File: src/rtl/core/tsn_pkg.sv
// ----------------------------------------------------------------------------
// tsn_pkg
// Shared types and constants of the taxel spiking neuron: configuration
// layout, per-taxel state word, pipeline enables and saturation helper.
// ----------------------------------------------------------------------------
package tsn_pkg;

    localparam int IDX_W    = 4;
    localparam int SAMPLE_W = 12;
    localparam int Q_W      = 32;
    localparam int CFG_IDX_W  = 3;
    localparam int CFG_DATA_W = 24;

    // configuration register indices
    typedef enum logic [CFG_IDX_W-1:0] {
        CFG_RECOVERY_RATE        = 3'd0,
        CFG_RECOVERY_SENSITIVITY = 3'd1,
        CFG_RESET_POTENTIAL      = 3'd2,
        CFG_RECOVERY_JUMP        = 3'd3,
        CFG_SPIKE_THRESHOLD      = 3'd4,
        CFG_CURRENT_SCALE        = 3'd5,
        CFG_TIME_STEP            = 3'd6
    } t_cfg_idx;

    typedef struct packed {
        logic [15:0]        rate;       // a, Q0.16
        logic [15:0]        sens;       // b, Q0.16
        logic signed [23:0] reset_pot;  // Q8.16
        logic [21:0]        jump;       // Q6.16
        logic [23:0]        thresh;     // Q8.16
        logic [15:0]        scale;      // Q16.16 per count
        logic [2:0]         tstep;
    } t_cfg;

    localparam logic [15:0]        RATE_RST      = 16'd1311;
    localparam logic [15:0]        SENS_RST      = 16'd13107;
    localparam logic signed [23:0] RESET_POT_RST = -24'sd4259840;
    localparam logic [21:0]        JUMP_RST      = 22'd524288;
    localparam logic [23:0]        THRESH_RST    = 24'd1966080;
    localparam logic [15:0]        SCALE_RST     = 16'd293;
    localparam logic [2:0]         TSTEP_RST     = 3'd2;

    // per-taxel state word
    typedef struct packed {
        logic [SAMPLE_W-1:0]   last;
        logic signed [Q_W-1:0] v;
        logic signed [Q_W-1:0] u;
    } t_state;

    localparam logic signed [Q_W-1:0] MEMBRANE_INIT = -32'sd1966080;
    localparam t_state STATE_INIT = '{last: 12'd4095, v: MEMBRANE_INIT, u: 32'sd0};

    // 0.04 in Q0.16, and 140 in Q16.16
    localparam logic [11:0]        QUAD_COEF  = 12'd2621;
    localparam logic signed [45:0] CONST_TERM = 46'sd9175040;

    // stage load enables
    typedef struct packed {
        logic s1;
        logic s2;
        logic s3;
        logic s4;
        logic s5;
    } t_pipe_en;

    typedef struct packed {
        logic                  clip;
        logic signed [Q_W-1:0] val;
    } t_sat;

    localparam logic signed [49:0] S32_MAX = 50'sd2147483647;
    localparam logic signed [49:0] S32_MIN = -50'sd2147483648;

    function automatic t_sat sat32(input logic signed [49:0] x);
        t_sat r;
        if (x > S32_MAX) begin
            r.clip = 1'b1;
            r.val  = 32'sh7FFF_FFFF;
        end else if (x < S32_MIN) begin
            r.clip = 1'b1;
            r.val  = 32'sh8000_0000;
        end else begin
            r.clip = 1'b0;
            r.val  = $signed(x[31:0]);
        end
        return r;
    endfunction

endpackage

File: src/rtl/core/tsn_state_mem.sv
// ----------------------------------------------------------------------------
// tsn_state_mem
// Per-taxel state memory: one write and one registered read per cycle.
// Entries never written read back as the reset state.
// ----------------------------------------------------------------------------
module tsn_state_mem #(
    parameter int DEPTH = 16,
    localparam int AW   = (DEPTH > 1) ? $clog2(DEPTH) : 1
) (
    input  logic            i_clk,
    input  logic            i_rst_n,
    input  logic            i_rd_en,
    input  logic [AW-1:0]   i_rd_addr,
    output tsn_pkg::t_state o_rd,
    input  logic            i_wr_en,
    input  logic [AW-1:0]   i_wr_addr,
    input  tsn_pkg::t_state i_wr
);

    tsn_pkg::t_state r_mem [DEPTH];
    tsn_pkg::t_state r_rd;
    logic [DEPTH-1:0] r_init;
    logic             r_rd_init;

    always_ff @(posedge i_clk) begin
        if (i_wr_en) begin
            r_mem[i_wr_addr] <= i_wr;
        end
        if (i_rd_en) begin
            r_rd <= r_mem[i_rd_addr];
        end
    end

    always_ff @(posedge i_clk) begin
        if (!i_rst_n) begin
            r_init    <= '0;
            r_rd_init <= 1'b0;
        end else begin
            if (i_wr_en) begin
                r_init[i_wr_addr] <= 1'b1;
            end
            if (i_rd_en) begin
                r_rd_init <= r_init[i_rd_addr];
            end
        end
    end

    assign o_rd = r_rd_init ? r_rd : tsn_pkg::STATE_INIT;

endmodule

File: config.mk
export PLATFORM = sky130hd
export DESIGN_NAME = tsn_state_mem
export DESIGN_NICKNAME = d
export VERILOG_FILES = /design/src/rtl/core/tsn_pkg.sv /design/src/rtl/core/tsn_state_mem.sv
export SDC_FILE = /design/constraint.sdc
export NUM_CORES = 1
export LEC_CHECK = 0
export BUFFER_PORTS_ARGS = -buffer_cell sky130_fd_sc_hd__buf_2
export CORE_MARGIN = 2
export CORE_UTILIZATION = 50
export DETAILED_ROUTE_END_ITERATION = 16
export MAX_ROUTING_LAYER = met4
export PLACE_DENSITY = 0.75
export REMOVE_ABC_BUFFERS = 1
export SLEW_MARGIN = 15
export SYNTH_ARGS = -nofsm -noshare
export SYNTH_HDL_FRONTEND = slang
export SYNTH_SLANG_ARGS = --single-unit
export TNS_END_PERCENT = 1
File: constraint.sdc
create_clock -name i_clk -period 19.8 [get_ports i_clk]
set_input_delay 3.96 -clock i_clk [delete_from_list [all_inputs] [get_ports i_clk]]
set_output_delay 3.96 -clock i_clk [all_outputs]
set_load 0.05 [all_outputs]
==> results.sh <==
export IMPL_outcome="finished, final reports clean"
export IMPL_row_count=114
export IMPL_hold_buffers=0
export IMPL_first_pass_iters=7
export IMPL_r2r_slack_ns=18.09
export IMPL_synthAdderAreaFrac_pct=0
export IMPL_grt_max_degree=117
export IMPL_cts_tree="yes"
export IMPL_reg2reg_depth=2
export IMPL_swShare_pct=20.4
export IMPL_synth_top_area_share_pct=79.0
export IMPL_wl_per_cell_microns=30.5
export IMPL_clkTransAtPathRegs_ns=0.06
export IMPL_grt_pass1_wl_microns=156000
export IMPL_hold_violations=0
export IMPL_synthesis_area_sq_um=49100
export IMPL_area_growth_pct=12.9
export IMPL_antenna_left=0
export IMPL_clk_latency_ns=0.71
export IMPL_critPathRequiredTime_ns=20.23
export IMPL_yosys_area_share_simple_pct=1.25
export IMPL_ios=164
export IMPL_crit_path_end_kind="flip-flop"
export IMPL_ctsResizeCount=0
export IMPL_routabilityCongestion=0.725
export IMPL_drc=0
export IMPL_io_buffer_count=163
export IMPL_fin_util_pct=57.2
export IMPL_core_sq_um=97000
export IMPL_vias=21700
export IMPL_synth_area_leaders="edfxtp_1 (79%), mux4_2 (18%), dfxtp_1 (0.69%)"
export IMPL_htreeDepth=3
export IMPL_relSlewSlack_pct=21.3
export IMPL_synth_async_reset_ratio_pct=0
export IMPL_startpoint_type="input pin"
export IMPL_crit_arrival_ns=7.33
export IMPL_hold_depth=1
export IMPL_drv_cap=0
export IMPL_timing_rr_end="r_rd[55]"
export IMPL_cts_sinks=1309
export IMPL_synth_edf_count=1292
export IMPL_worst_pin_slew_ns=1.18
export IMPL_viasPerCell=6.14
export IMPL_num_nets_final=2235
export IMPL_initial_core_util_pct=50.7
export IMPL_synth_common_cells="edfxtp_1 (1292), mux4_2 (382), and2_1 (52), clkbuf_1 (48)"
export IMPL_routed_wl_microns=108000
export IMPL_drtIter0Drc=2535
export IMPL_ys_warn_count=0
export IMPL_layout_drive_gt1_share_pct=34.8
export IMPL_postCtsSetupRepairBufs=0
export IMPL_synth_top_family_by_area="multiplexers"
export IMPL_root_buffer="clkbuf_16"
export IMPL_path_class="in -> reg"
export IMPL_grt_ovfl_total=0
export IMPL_power_density_nw_per_um2=104
export IMPL_cts_buffer_depth=3
export IMPL_grt_antenna_before_repair=30
export IMPL_grt_pass1_vias=22700
export IMPL_fin_crit_ns=6.90
export IMPL_fmax_mhz=145
export IMPL_skew_ns=0.0335
export IMPL_p_clk_share_pct=40.5
export IMPL_power_frac_seq_pct=54.7
export IMPL_setup_tns_ns=0
export IMPL_r2r_start="r_mem[4][55]"
export IMPL_min_from="r_init[8]"
export IMPL_synth_cells=1917
export IMPL_worst_path_max_fanout=58
export IMPL_min_path_type="reg -> reg"
export IMPL_synth_seq_area_share_pct=79.7
export IMPL_synth_seq_cells=1309
export IMPL_leakagePower_nw=17.4
export IMPL_grt_usage_pct=22.2
export IMPL_cts_buffers_inserted=118
export IMPL_dieArea_sq_um=101000
export IMPL_dieHeight_microns=317
export IMPL_finalSetupViolCount=0
export IMPL_yosysTopAreaCell="edfxtp_1"
export IMPL_drv_slew=0
export IMPL_power_internal_w=0.00457
export IMPL_yosysMostFrequentCell="edfxtp_1"
export IMPL_irDropWorstVdd_v=0.0000709
export IMPL_synth_mux_area_share_pct=17.6
export IMPL_fin_crit_sh_pct=34.9
export IMPL_yosysUniqueCellTypes=22
export IMPL_ys_flop_type="edfxtp_1"
export IMPL_synth_xor_area_share_pct=0
export IMPL_rsz0062_at_grt="false"
export IMPL_synth_compound_area_share_pct=0.313
export IMPL_whs_endpoint="r_init[8]"
export IMPL_dpl_hpwl_microns=52200
export IMPL_die_w_microns=317
export IMPL_combPwrFrac_pct=4.8
export IMPL_synth_avg_cell_area_sq_um=25.6
export IMPL_power_switching_w=0.00117
worst max-delay path by stage:
stage,startpoint,to,cells after the start
2_1_floorplan,i_wr_addr[2],r_mem[0][0],2
3_3_place_gp,i_rd_addr[0],r_rd[25],5
3_5_place_dp,i_rd_addr[0],r_rd[9],5
4_1_cts,i_rd_addr[0],r_rd[9],5
5_1_grt,i_rd_addr[0],r_rd[9],5
6_report,i_rd_addr[0],r_rd[9],5
logic make-up after synthesis:
group | Yosys count
compound gates | 20
mux | 386
buf+inv | 97
simple gates | 105
flops | 1309
per-layer routing:
metal	up-vias	part of all wire (%)	GRT usage (%)
met1	11800	38	28.2
met3	195	7.1	4.22
li1	8778	-	-
met4	0	2.5	6.07
met5	-	0	-
met2	976	53	37.0
per-stage QoR:
| stage | hold slack (ns) | setup WS [ns] | power (W) | std cells | area (sq um) |
|---|---|---|---|---|---|
| after floorplan | 0.435 | 9.51 | 0.00334 | 1821 | 48600 |
| after global placement | 0.441 | 12.08 | 0.00346 | 3303 | 51400 |
| after detailed placement | 0.453 | 11.97 | 0.00348 | 3303 | 51400 |
| after CTS | 0.472 | 12.72 | 0.00578 | 3521 | 55400 |
| after global routing | 0.487 | 12.53 | 0.00589 | 3538 | 55500 |
| final | 0.473 | 12.90 | 0.00574 | 3538 | 55500 |
final cells by class:
class,instances,area [sq um]
Fill cell,6700,41500
Sequential cell,1309,39100
Multi-Input combinational cell,511,9520
Clock buffer,147,3140
Tap cell,1276,1600
Timing Repair Buffer,206,1180
Clock inverter,71,828
Antenna cell,17,42.5
Inverter,1,3.75
flip-flops by register name, summed over array words and instances (netlist names):
register and cells:
r_init 16, r_rd_init 1, r_mem 1216, r_rd 76
worst max-delay path, stage by stage:
cell	delay (ns)
buf_8	0.45
buf_4	0.81
buf_4	0.91
mux4_2	0.61
mux4_2	0.50
layout by cell type, fill, tap and decap left out, types with 3 or more instances in the layout:
cell        count
edfxtp_1     1292
mux4_2        382
buf_2         158
clkbuf_16     121
and2_1         52
buf_4          44
nand2b_1       26
clkbuf_1       25
clkinv_2       23
clkinv_1       18
diode_2        17
o21a_1         16
bufinv_16      16
dfxtp_1        16
nor2_4         12
clkinvlp_4      7
nor3_2          4
mux2i_1         4
nand3b_1        3
inv_6           3
power groups by stage:
stage / sequential (W) / clock (W) / combinational (W)
3_5_place_dp: 0.00320 / 0 / 0.000278
2_1_floorplan: 0.00319 / 0 / 0.000146
5_1_grt: 0.00314 / 0.00246 / 0.000294
3_3_place_gp: 0.00319 / 0 / 0.000269
6_report: 0.00314 / 0.00233 / 0.000276
4_1_cts: 0.00314 / 0.00236 / 0.000281
Power figures use the tool's default switching activity.
