--- config.mk ---
export PLATFORM = sky130hd
export DESIGN_NAME = tsn_cfg_regs_flat
export DESIGN_NICKNAME = d
export VERILOG_FILES = /design/src/rtl/core/tsn_pkg.sv /design/src/rtl/core/tsn_if.sv /design/src/rtl/core/tsn_cfg_regs.sv /design/src/flat_wrapper.sv
export SDC_FILE = /design/constraint.sdc
export NUM_CORES = 1
export LEC_CHECK = 0
export ABC_AREA = 1
export BUFFER_PORTS_ARGS = -buffer_cell sky130_fd_sc_hd__buf_2
export CAP_MARGIN = 30
export CORE_MARGIN = 3
export CORE_UTILIZATION = 50
export CTS_CLUSTER_DIAMETER = 50
export DETAILED_ROUTE_END_ITERATION = 8
export HOLD_SLACK_MARGIN = 0.1
export PLACE_DENSITY = 0.79
export SLEW_MARGIN = 15
export SYNTH_ARGS = -nofsm -noshare
export SYNTH_HDL_FRONTEND = slang
export SYNTH_SLANG_ARGS = --single-unit
--- constraint.sdc ---
create_clock -name i_clk -period 2.03 [get_ports i_clk]
set_input_delay 0 -clock i_clk [delete_from_list [all_inputs] [get_ports i_clk]]
set_output_delay 0 -clock i_clk [all_outputs]
set_load 0.02 [all_outputs]
--- src/rtl/core/tsn_pkg.sv ---
// ----------------------------------------------------------------------------
// tsn_pkg
// Shared types and constants of the taxel spiking neuron: configuration
// layout, per-taxel state word, pipeline enables and saturation helper.
// ----------------------------------------------------------------------------
package tsn_pkg;

    localparam int IDX_W    = 4;
    localparam int SAMPLE_W = 12;
    localparam int Q_W      = 32;
    localparam int CFG_IDX_W  = 3;
    localparam int CFG_DATA_W = 24;

    // configuration register indices
    typedef enum logic [CFG_IDX_W-1:0] {
        CFG_RECOVERY_RATE        = 3'd0,
        CFG_RECOVERY_SENSITIVITY = 3'd1,
        CFG_RESET_POTENTIAL      = 3'd2,
        CFG_RECOVERY_JUMP        = 3'd3,
        CFG_SPIKE_THRESHOLD      = 3'd4,
        CFG_CURRENT_SCALE        = 3'd5,
        CFG_TIME_STEP            = 3'd6
    } t_cfg_idx;

    typedef struct packed {
        logic [15:0]        rate;       // a, Q0.16
        logic [15:0]        sens;       // b, Q0.16
        logic signed [23:0] reset_pot;  // Q8.16
        logic [21:0]        jump;       // Q6.16
        logic [23:0]        thresh;     // Q8.16
        logic [15:0]        scale;      // Q16.16 per count
        logic [2:0]         tstep;
    } t_cfg;

    localparam logic [15:0]        RATE_RST      = 16'd1311;
    localparam logic [15:0]        SENS_RST      = 16'd13107;
    localparam logic signed [23:0] RESET_POT_RST = -24'sd4259840;
    localparam logic [21:0]        JUMP_RST      = 22'd524288;
    localparam logic [23:0]        THRESH_RST    = 24'd1966080;
    localparam logic [15:0]        SCALE_RST     = 16'd293;
    localparam logic [2:0]         TSTEP_RST     = 3'd2;

    // per-taxel state word
    typedef struct packed {
        logic [SAMPLE_W-1:0]   last;
        logic signed [Q_W-1:0] v;
        logic signed [Q_W-1:0] u;
    } t_state;

    localparam logic signed [Q_W-1:0] MEMBRANE_INIT = -32'sd1966080;
    localparam t_state STATE_INIT = '{last: 12'd4095, v: MEMBRANE_INIT, u: 32'sd0};

    // 0.04 in Q0.16, and 140 in Q16.16
    localparam logic [11:0]        QUAD_COEF  = 12'd2621;
    localparam logic signed [45:0] CONST_TERM = 46'sd9175040;

    // stage load enables
    typedef struct packed {
        logic s1;
        logic s2;
        logic s3;
        logic s4;
        logic s5;
    } t_pipe_en;

    typedef struct packed {
        logic                  clip;
        logic signed [Q_W-1:0] val;
    } t_sat;

    localparam logic signed [49:0] S32_MAX = 50'sd2147483647;
    localparam logic signed [49:0] S32_MIN = -50'sd2147483648;

    function automatic t_sat sat32(input logic signed [49:0] x);
        t_sat r;
        if (x > S32_MAX) begin
            r.clip = 1'b1;
            r.val  = 32'sh7FFF_FFFF;
        end else if (x < S32_MIN) begin
            r.clip = 1'b1;
            r.val  = 32'sh8000_0000;
        end else begin
            r.clip = 1'b0;
            r.val  = $signed(x[31:0]);
        end
        return r;
    endfunction

endpackage

--- src/rtl/core/tsn_if.sv ---


interface tsn_cfg_if;
    logic                             valid;
    logic                             ready;
    logic [tsn_pkg::CFG_IDX_W-1:0]    index;
    logic [tsn_pkg::CFG_DATA_W-1:0]   data;

    modport source (output valid, index, data, input ready);
    modport sink   (input valid, index, data, output ready);
endinterface

--- src/rtl/core/tsn_cfg_regs.sv ---
// ----------------------------------------------------------------------------
// tsn_cfg_regs
// Configuration register file; one word written per handshake.
// ----------------------------------------------------------------------------
module tsn_cfg_regs (
    input  logic            i_clk,
    input  logic            i_rst_n,
    tsn_cfg_if.sink         i_cfg,
    output tsn_pkg::t_cfg   o_cfg
);

    tsn_pkg::t_cfg r_cfg;

    assign i_cfg.ready = 1'b1;
    assign o_cfg       = r_cfg;

    always_ff @(posedge i_clk) begin
        if (!i_rst_n) begin
            r_cfg.rate      <= tsn_pkg::RATE_RST;
            r_cfg.sens      <= tsn_pkg::SENS_RST;
            r_cfg.reset_pot <= tsn_pkg::RESET_POT_RST;
            r_cfg.jump      <= tsn_pkg::JUMP_RST;
            r_cfg.thresh    <= tsn_pkg::THRESH_RST;
            r_cfg.scale     <= tsn_pkg::SCALE_RST;
            r_cfg.tstep     <= tsn_pkg::TSTEP_RST;
        end else if (i_cfg.valid) begin
            unique case (tsn_pkg::t_cfg_idx'(i_cfg.index))
                tsn_pkg::CFG_RECOVERY_RATE:        r_cfg.rate      <= i_cfg.data[15:0];
                tsn_pkg::CFG_RECOVERY_SENSITIVITY: r_cfg.sens      <= i_cfg.data[15:0];
                tsn_pkg::CFG_RESET_POTENTIAL:      r_cfg.reset_pot <= $signed(i_cfg.data[23:0]);
                tsn_pkg::CFG_RECOVERY_JUMP:        r_cfg.jump      <= i_cfg.data[21:0];
                tsn_pkg::CFG_SPIKE_THRESHOLD:      r_cfg.thresh    <= i_cfg.data[23:0];
                tsn_pkg::CFG_CURRENT_SCALE:        r_cfg.scale     <= i_cfg.data[15:0];
                tsn_pkg::CFG_TIME_STEP:            r_cfg.tstep     <= i_cfg.data[2:0];
                default: begin
                end
            endcase
        end
    end

endmodule

--- src/flat_wrapper.sv ---
// flat-port wrapper written by rule: the top's interface ports become plain ports
module tsn_cfg_regs_flat 
  (i_clk, i_rst_n, o_cfg, i_cfg_valid, i_cfg_index, i_cfg_data, i_cfg_ready);
  tsn_cfg_if i_cfg_i ();
  input  logic i_clk;
  input  logic i_rst_n;
  output tsn_pkg::t_cfg o_cfg;
  input wire logic [$bits(i_cfg_i.valid)-1:0] i_cfg_valid;
  input wire logic [$bits(i_cfg_i.index)-1:0] i_cfg_index;
  input wire logic [$bits(i_cfg_i.data)-1:0] i_cfg_data;
  output wire logic [$bits(i_cfg_i.ready)-1:0] i_cfg_ready;
  assign i_cfg_i.valid = i_cfg_valid;
  assign i_cfg_i.index = i_cfg_index;
  assign i_cfg_i.data = i_cfg_data;
  assign i_cfg_ready = i_cfg_i.ready;
  tsn_cfg_regs u_core (.i_clk(i_clk), .i_rst_n(i_rst_n), .i_cfg(i_cfg_i), .o_cfg(o_cfg));
endmodule
==> results of run 1 <==
-- worst max-delay path: stages --
cell and delay, ns:
buf_2 0.12, dlygate4sd3_1 0.59, inv_1 0.13, nand2_1 0.12
nor2_4 0.22, nand2_1 0.08, dlygate4sd3_1 0.58, nand3_1 0.07
dlygate4sd3_1 0.55
-- cell type report --
| cell class | instances | area, um^2 | area share [%] |
|---|---|---|---|
| Sequential cell | 121 | 2420 | 36.9 |
| Timing Repair Buffer | 210 | 1350 | 20.6 |
| Inverter | 28 | 108 | 1.64 |
| Multi-Input combinational cell | 475 | 1980 | 30.2 |
| Clock inverter | 8 | 92.6 | 1.41 |
| Tap cell | 108 | 135 | 2.06 |
| Clock buffer | 24 | 480 | 7.31 |
-- placed cells by master (no fill, tap or decap), drive strengths merged --
| cell type | instances |
|---|---|
| clkinv | 5 |
| nand3 | 120 |
| o21ai | 2 |
| nand2 | 162 |
| conb | 1 |
| dlygate4sd3 | 49 |
| bufinv | 2 |
| buf | 161 |
| clkinvlp | 1 |
| nand3b | 1 |
| dfxtp | 121 |
| inv | 28 |
| nor2 | 189 |
| clkbuf | 24 |
-- stage by stage --
step                std cells  hold slack [ns]  util (%)  setup TNS, ns  cell area [um^2]
CTS                       971            0.109      73.3              0              6550
detailed placement        890            0.222      61.4              0              5480
global route              974            0.179      73.6       -0.00366              6570
floorplan                 665            0.113         -              0              4700
global placement          890            0.217      61.4              0              5480
finish                    974            0.139      73.6              0              6570
-- repair_timing --
item / 4_1_cts / 5_1_grt
gates resized for setup: 0 / 2
setup buffers: 0 / 3
endpoints found under the setup margin: 0 / 2
hold buffers: 49 / 0
hold endpoints to repair: 121 / 0
-- power by group --
part | leakage [nW] | internal [mW] | switching (mW)
Sequential | 0.985 | 2.46 | 0.0467
Combinational | 1.96 | 0.235 | 0.450
Clock | 0.285 | 1.86 | 1.02
Total | 3.23 | 4.56 | 1.52
-- metal layers --
layer	part of all wire (%)	vias up
li1	-	2453
met3	9.7	71
met1	38	2329
met4	4.8	0
met5	0	-
met2	47	326
-- final timing paths --
kind | start | slack [ns] | end | depth (start not counted)
min | i_cfg_index[1] | 0.14 | u_core.o_cfg[116] | 6
max reg2reg | u_core.o_cfg[94] | 0.89 | u_core.o_cfg[94] | 3
min reg2reg | u_core.o_cfg[85] | 0.46 | u_core.o_cfg[85] | 2
max | i_cfg_index[1] | 0.03 | u_core.o_cfg[94] | 9
-- Yosys cell counts --
cell type,n
nor2_1,183
nand2_1,160
dfxtp_1,121
nand3_1,120
inv_1,26
buf_2,22
clkbuf_1,9
buf_1,5
buf_4,5
nor2_2,3
nor2_4,3
inv_2,2
nand2_2,2
o21ai_0,2
conb_1,1
nand3b_1,1
-- cell families (layout without fill, tap and decap cells) --
group | Yosys count | in the layout | synth area share, %
buf+inv | 69 | 270 | 6.49
simple gates | 472 | 472 | 41.7
compound gates | 2 | 2 | 0.213
other cells | 1 | 1 | 0.0798
flops | 121 | 121 | 51.5
==> flow_metrics.env, run 1 <==
export IMPL_clk_pin_slew_ns=0.06
export IMPL_cts_max_level=4
export IMPL_ios=152
export IMPL_met1_usage_pct=35.6
export IMPL_yosys_top_cells_area="dfxtp_1 (52%), nor2_1 (15%), nand2_1 (13%)"
export IMPL_min_period_ns=2.00
export IMPL_slew_viol_final=0
export IMPL_cp_end_kind="register"
export IMPL_status="finished, final reports clean"
export IMPL_finalWirelength_mm=15.6
export IMPL_synth_nets=695
export IMPL_synth_cell_area_um2=4700
export IMPL_maxCapViolCount=0
export IMPL_drcViolationCount=0
export IMPL_largest_register_ffs=121
export IMPL_p_total_mw=6.08
export IMPL_wl_per_cell_um=16.0
export IMPL_vdd_drop_max_v=0.000642
export IMPL_cts_buffers_inserted=17
export IMPL_grt_pass1_wl_mm=24.1
export IMPL_grt_max_degree=85
export IMPL_top_usage_layer="met2"
export IMPL_layout_setup_ws_ns=0.0328
export IMPL_slew_headroom_pct=54.2
export IMPL_dp_final_hpwl_mm=9.81
export IMPL_hp_class="in -> reg"
export IMPL_fill_cells=671
export IMPL_rows=34
export IMPL_skew_ns=0
export IMPL_num_nets_final=883
export IMPL_finalCritPeriodShare_pct=98.4
export IMPL_start_kind="input pin"
export IMPL_grtUsageMet3_pct=9.27
export IMPL_vias=5179
export IMPL_dr_pass1_iters=6
export IMPL_critPathMaxFanout=6
export IMPL_start_util_pct=52.6
export IMPL_die_width_um=103
export IMPL_ys_ff_latch=121
export IMPL_hold_violations=0
export IMPL_cts_sinks=121
export IMPL_finalSetupViolCount=0
export IMPL_fmax_ghz=0.501
export IMPL_vias_per_cell=5.32
export IMPL_area_growth_pct=39.8
export IMPL_synth_top_area_share_pct=51.5
export IMPL_dieArea_um2=10600
export IMPL_chipHeight_um=103
export IMPL_grt_pass1_vias=4912
export IMPL_cts_root_buf="clkbuf_8"
export IMPL_n_antenna_cell=0
export IMPL_path_class="in -> reg"
export IMPL_syn_avg_cell_area_um2=7.07
export IMPL_clk_latency_ns=0.51
export IMPL_antenna_found_initial=0
export IMPL_max_clock_path_buffers=2
export IMPL_ys_warn_count=0
export IMPL_preCtsSetupSlack_ns=0.766
export IMPL_grtUsageMet2_pct=47.5
export IMPL_p_leak_nw=3.23
export IMPL_cp_data_required_time_ns=2.50
export IMPL_globalplace_congestion=0.854
export IMPL_netlist_instances=665
export IMPL_tightestPinTransition_ns=0.686
export IMPL_initialDrtViolationCount=535
export IMPL_drive_gt1_share_pct=23.2
export IMPL_core_area_um2=8930
export IMPL_synth_cell_types=16
export IMPL_p_per_area_nw_per_um2=925
export IMPL_detail_route_antenna_nets=0
export IMPL_cp_arrival_ns=2.46
export IMPL_grt_usage_pct=29.6
export IMPL_synth_seq_area_share_pct=51.5
export IMPL_synth_top_area_cell="dfxtp_1"
export IMPL_overflow=0
export IMPL_io_buffers=150
export IMPL_cts_tree="done"
Power figures use the tool's default switching activity.
==> inputs of run 2 (changes only) <==
--- a/config.mk
+++ b/config.mk
@@ -5,7 +5,7 @@
 export SDC_FILE = /design/constraint.sdc
 export NUM_CORES = 1
 export LEC_CHECK = 0
-export ABC_AREA = 1
+export ABC_AREA = 0
 export BUFFER_PORTS_ARGS = -buffer_cell sky130_fd_sc_hd__buf_2
 export CAP_MARGIN = 30
 export CORE_MARGIN = 3
==> flow_metrics.env, run 2 <==
export IMPL_n_antenna_cell=0
export IMPL_cp_end_kind="register"
export IMPL_min_period_ns=1.67
export IMPL_grt_pass1_wl_mm=20.5
export IMPL_synth_seq_area_share_pct=50.6
export IMPL_hold_buffers=31
export IMPL_tns_ns=0
export IMPL_min_path_cells=4
export IMPL_p_per_area_nw_per_um2=931
export IMPL_r2r_start="u_core.o_cfg[81]"
export IMPL_r2r_end="u_core.o_cfg[81]"
export IMPL_initialDrtViolationCount=140
export IMPL_dp_final_hpwl_mm=8.16
export IMPL_clk_latency_ns=0.50
export IMPL_drcViolationCount=0
export IMPL_layout_common_cells="buf_2 (149), mux2i_1 (121), dfxtp_1 (121)"
export IMPL_cts_sinks=121
export IMPL_cts_max_level=4
export IMPL_globalplace_congestion=0.812
export IMPL_synth_cell_types=20
export IMPL_cts_buffers_inserted=17
export IMPL_largest_register_ffs=121
export IMPL_synth_top_area_share_pct=50.6
export IMPL_synth_async_reset_ratio_pct=0
export IMPL_netlist_instances=454
export IMPL_detail_route_antenna_nets=0
export IMPL_synth_edf_count=0
export IMPL_cts_setup_buffers=0
export IMPL_synth_top_area_cell="dfxtp_1"
export IMPL_p_leak_nw=3.12
export IMPL_die_width_um=104
export IMPL_synth_commonest_cells="dfxtp_1 (121), mux2i_1 (121), nand2_1 (112)"
export IMPL_ios=152
export IMPL_finalCritPeriodShare_pct=82.2
export IMPL_synth_nets=484
export IMPL_grt_max_degree=61
export IMPL_core_area_um2=9280
export IMPL_hold_violations=0
export IMPL_maxCapViolCount=0
export IMPL_drive_gt1_share_pct=31.1
export IMPL_antenna_found_initial=0
export IMPL_rsz0062_at_grt="false"
export IMPL_wl_per_cell_um=16.1
export IMPL_rows=35
export IMPL_skew_ns=0
export IMPL_vdd_drop_max_v=0.000527
export IMPL_area_growth_pct=35.2
export IMPL_grt_usage_pct=23.8
export IMPL_chipHeight_um=104
export IMPL_vias=3804
export IMPL_cts_resized=0
export IMPL_critPathMaxFanout=37
export IMPL_r2r_cells=3
export IMPL_cts_tree="done"
export IMPL_clk_pin_slew_ns=0.06
export IMPL_dr_pass1_iters=4
export IMPL_rrSetupSlack_ns=0.82
export IMPL_cp_data_required_time_ns=2.42
export IMPL_grt_pass1_vias=4024
export IMPL_start_kind="input pin"
export IMPL_cp_arrival_ns=2.06
export IMPL_ys_warn_count=0
export IMPL_syn_avg_cell_area_um2=10.5
export IMPL_cts_root_buf="clkbuf_8"
export IMPL_path_class="in -> reg"
export IMPL_max_clock_path_buffers=2
export IMPL_p_total_mw=6.03
export IMPL_synth_cell_area_um2=4790
export IMPL_dieArea_um2=10800
export IMPL_finalWirelength_mm=12.3
export IMPL_hp_class="in -> reg"
export IMPL_vias_per_cell=4.97
export IMPL_io_buffers=150
export IMPL_hp_start="i_cfg_data[18]"
export IMPL_finalSetupViolCount=0
export IMPL_start_util_pct=51.6
export IMPL_fmax_ghz=0.599
export IMPL_final_common_cell="buf_2"
export IMPL_whs_endpoint="u_core.o_cfg[61]"
export IMPL_yosys_top_cells_area="dfxtp_1 (51%), mux2i_1 (25%), nand2_1 (8.8%)"
export IMPL_num_nets_final=654
export IMPL_slew_viol_final=0
export IMPL_overflow=0
export IMPL_status="finished, final reports clean"
export IMPL_ys_flop_type="dfxtp_1"
export IMPL_ys_ff_latch=121
-- run 2: cell types whose count changed in the layout (fill, tap and decap cells not counted), sizes merged, moves of 3 or more --
cell         change
inv             -24
dlygate4sd3     -18
clkinv           -3
clkbuf           -3
and4bb           +3
nand4b           +3
nand3          -120
nor2           -189
mux2i          +121
nor2b           +50
nand2           -50
buf              -3
-- run 2: cell type report --
cell class / instances / area [um^2]
clock inverter: 11 / 158
clock buffer: 21 / 469
sequential: 121 / 2420
timing repair buffer: 189 / 1160
tap: 129 / 161
multi-input combinational: 295 / 2110
fill: 733 / 2810
-- run 2: critical path, cell delays in order --
cell,delay [ns]
dlygate4sd3_1,0.52
buf_4,0.35
buf_4,0.33
nor2b_1,0.21
mux2i_1,0.08
dlygate4sd3_1,0.55
-- run 2: worst max-delay path by stage --
stage	slack, ns	to	startpoint	depth (start not counted)
floorplan	1.12	u_core.o_cfg[112]	i_cfg_index[1]	5
global placement	0.76	u_core.o_cfg[30]	i_cfg_index[0]	4
detailed placement	0.72	u_core.o_cfg[40]	i_cfg_index[0]	4
CTS	0.41	u_core.o_cfg[81]	i_rst_n	6
global route	0.27	u_core.o_cfg[81]	i_rst_n	6
finish	0.36	u_core.o_cfg[81]	i_rst_n	6
-- run 2: logic make-up (layout without fill, tap and decap cells) --
group                  after synthesis  in the layout  share of synthesized area (%)
AND/OR/NAND/NOR                    173            173                           18.5
multiplexers                       121            121                           25.3
flip-flops                         121            121                           50.6
buffers and inverters               38            221                           5.56
other                                1              1                         0.0783
-- run 2: where the power goes --
part           leakage, nW  internal (mW)  switching [mW]
Combinational         1.84          0.188           0.261
Sequential           0.981           2.43          0.0284
Clock                0.302           2.02            1.10
Total                 3.12           4.64            1.39
-- run 2: per-layer routing --
layer / global-route usage (%) / vias to the layer above / part of all wire [%]
met5: 0 / - / 0
met4: 7.60 / 0 / 1.4
met3: 6.08 / 12 / 4.7
met2: 40.9 / 125 / 50
met1: 29.1 / 1835 / 44
li1: - / 1832 / -
-- run 2: per-stage QoR --
stage / util (%) / cell area, um^2 / hold slack, ns / cells / setup slack (ns)
final: 69.8 / 6480 / 0.313 / 766 / 0.361
after global routing: 69.8 / 6480 / 0.296 / 766 / 0.266
after global placement: 59.7 / 5540 / 0.263 / 703 / 0.764
after floorplan: - / 4790 / 0.142 / 454 / 1.12
after detailed placement: 59.7 / 5540 / 0.271 / 703 / 0.720
after CTS: 69.8 / 6480 / 0.296 / 766 / 0.409
==> inputs of run 3 (changes only) <==
==> constraint.sdc (replaced) <==
create_clock -name i_clk -period 1.69 [get_ports i_clk]
set_input_delay 0 -clock i_clk [delete_from_list [all_inputs] [get_ports i_clk]]
set_output_delay 0 -clock i_clk [all_outputs]
set_load 0.02 [all_outputs]
==> flow_metrics.env, run 3 (synthesis gave the netlist of run 2 again) <==
export IMPL_status="finished, final reports clean"
export IMPL_worstPathBufferInverterCount=4
export IMPL_maxCapViolCount=0
export IMPL_ios=152
export IMPL_io_buffers=150
export IMPL_cpMostUsedCell="dlygate4sd3_1"
export IMPL_layout_common_cells="buf_2 (149), mux2i_1 (121), dfxtp_1 (121)"
export IMPL_dr_pass1_iters=5
export IMPL_clkPwrFrac_pct=49.7
export IMPL_slew_viol_final=0
export IMPL_skew_ns=0
export IMPL_combinationalPowerShare_pct=7.9
export IMPL_clk_pin_slew_ns=0.06
export IMPL_fin_cells=774
export IMPL_area_growth_pct=35.5
export IMPL_cts_root_buf="clkbuf_8"
export IMPL_grt_pass1_wl_mm=19.5
export IMPL_p_sw_mw=1.66
export IMPL_cts_sinks=121
export IMPL_initialDrtViolationCount=165
export IMPL_seqPwrFrac_pct=42.4
export IMPL_vias=3812
export IMPL_r2r_start="u_core.o_cfg[86]"
export IMPL_chipHeight_um=104
export IMPL_layout_setup_ws_ns=0.0851
export IMPL_finalCritPeriodShare_pct=95.0
export IMPL_path_class="in -> reg"
export IMPL_start_kind="input pin"
export IMPL_detail_route_antenna_nets=0
export IMPL_core_area_um2=9280
export IMPL_p_per_area_nw_per_um2=1070
export IMPL_dp_cells=707
export IMPL_p_sw_share_pct=23.9
export IMPL_cts_buffers_inserted=17
export IMPL_overflow=0
export IMPL_start_util_pct=51.6
export IMPL_rows=35
export IMPL_drcViolationCount=0
export IMPL_dieArea_um2=10800
export IMPL_design_area_um2=6490
export IMPL_cp_end_kind="register"
export IMPL_tns_ns=0
export IMPL_globalplace_congestion=0.790
export IMPL_final_core_util_pct=69.9
export IMPL_max_clock_path_buffers=2
export IMPL_hold_violations=0
export IMPL_cts_max_level=4
export IMPL_crit_family="buffers and inverters"
export IMPL_critPathMaxFanout=13
export IMPL_preCtsSetupSlack_ns=0.579
export IMPL_dpl_instance_area_um2=5560
export IMPL_vdd_drop_max_v=0.000699
export IMPL_critPathMaxStageDelay_ns=0.56
export IMPL_final_common_cell="buf_2"
export IMPL_grt_usage_pct=22.7
export IMPL_crit_chain="dlygate4sd3_1, buf_2, and4bb_2, buf_6, mux2i_1, dlygate4sd3_1"
export IMPL_grt_pass1_vias=3898
export IMPL_cp_data_required_time_ns=2.13
export IMPL_hp_start="i_cfg_data[17]"
export IMPL_grt_max_degree=63
export IMPL_cts_tree="done"
export IMPL_die_width_um=104
export IMPL_wl_per_cell_um=15.6
export IMPL_num_nets_final=662
export IMPL_r2r_cells=3
export IMPL_finalWirelength_mm=12.1
export IMPL_min_period_ns=1.60
export IMPL_finalSetupViolCount=0
export IMPL_clk_latency_ns=0.50
export IMPL_whs_endpoint="u_core.o_cfg[82]"
export IMPL_vias_per_cell=4.93
export IMPL_dp_final_hpwl_mm=8.07
export IMPL_cp_arrival_ns=2.05
export IMPL_hp_class="in -> reg"
export IMPL_drive_gt1_share_pct=31.2
export IMPL_n_antenna_cell=0
export IMPL_min_path_cells=4
export IMPL_intPower_mw=5.29
export IMPL_fill_cells=712
export IMPL_rsz0062_at_grt="false"
export IMPL_critPathSlowestCell="dlygate4sd3_1"
export IMPL_p_leak_nw=3.13
export IMPL_r2r_end="u_core.o_cfg[86]"
export IMPL_antenna_found_initial=0
export IMPL_rrSetupSlack_ns=0.54
export IMPL_largest_register_ffs=121
export IMPL_fmax_ghz=0.623
-- run 3: changes by cell type in the layout (fill, tap and decap cells not counted), sizes merged --
cell | previous run | this run
dlygate4sd3 | 31 | 35
clkinvlp | 2 | 5
buf | 158 | 162
clkbuf | 21 | 19
bufinv | 3 | 2
clkinv | 2 | 5
inv | 4 | 1
-- run 3: cell type report --
cell class              count  area, um^2  area share [%]
flip-flops and latches    121        2420            37.3
multi-input cells         295        2110            32.4
repair buffers            197        1220            18.8
clock buffers              19         432            6.65
well taps                 129         161            2.49
clock inverters            13         146            2.26
-- run 3: worst max-delay path by stage --
| stage | slack, ns | depth (start not counted) | endpoint | startpoint |
|---|---|---|---|---|
| floorplan | 0.78 | 5 | u_core.o_cfg[112] | i_cfg_index[1] |
| global placement | 0.63 | 4 | u_core.o_cfg[62] | i_rst_n |
| detailed placement | 0.58 | 4 | u_core.o_cfg[84] | i_rst_n |
| CTS | 0.08 | 6 | u_core.o_cfg[42] | i_cfg_index[0] |
| global route | 0.03 | 6 | u_core.o_cfg[86] | i_rst_n |
| finish | 0.09 | 6 | u_core.o_cfg[42] | i_cfg_index[1] |
-- run 3: tightest hold or removal path, stage by stage --
cell	delay, ns
dlygate4sd3_1	0.52
buf_2	0.10
nor2b_1	0.05
mux2i_1	0.11
-- run 3: metal layers --
| layer | vias up | routed length [um] | global-route usage (%) | share of wire, % |
|---|---|---|---|---|
| li1 | 1855 | - | - | - |
| met1 | 1820 | 5320 | 26.7 | 44 |
| met2 | 119 | 5900 | 38.2 | 49 |
| met3 | 18 | 632 | 6.89 | 5.2 |
| met4 | 0 | 231 | 9.88 | 1.9 |
| met5 | - | 0 | 0 | 0 |
-- run 3: stage by stage --
stage          power (mW)  hold slack [ns]
2_1_floorplan        3.34            0.142
3_3_place_gp         3.48            0.262
3_5_place_dp         3.50            0.275
4_1_cts              6.99            0.303
5_1_grt              7.20            0.334
6_report             6.95            0.323
-- run 3: power by group through the flow --
stage / registers (mW) / logic [mW] / clock network, mW
3_5_place_dp: 3.01 / 0.488 / 0
4_1_cts: 2.95 / 0.547 / 3.49
3_3_place_gp: 3.01 / 0.477 / 0
5_1_grt: 2.96 / 0.586 / 3.66
6_report: 2.95 / 0.546 / 3.46
2_1_floorplan: 3.09 / 0.255 / 0
-- run 3: timing repair --
item	in CTS	in global routing
gates resized for setup	0	1
endpoints found under the hold margin	121	0
hold buffers	35	0
buffers inserted	0	0
endpoints found under the setup margin	0	1
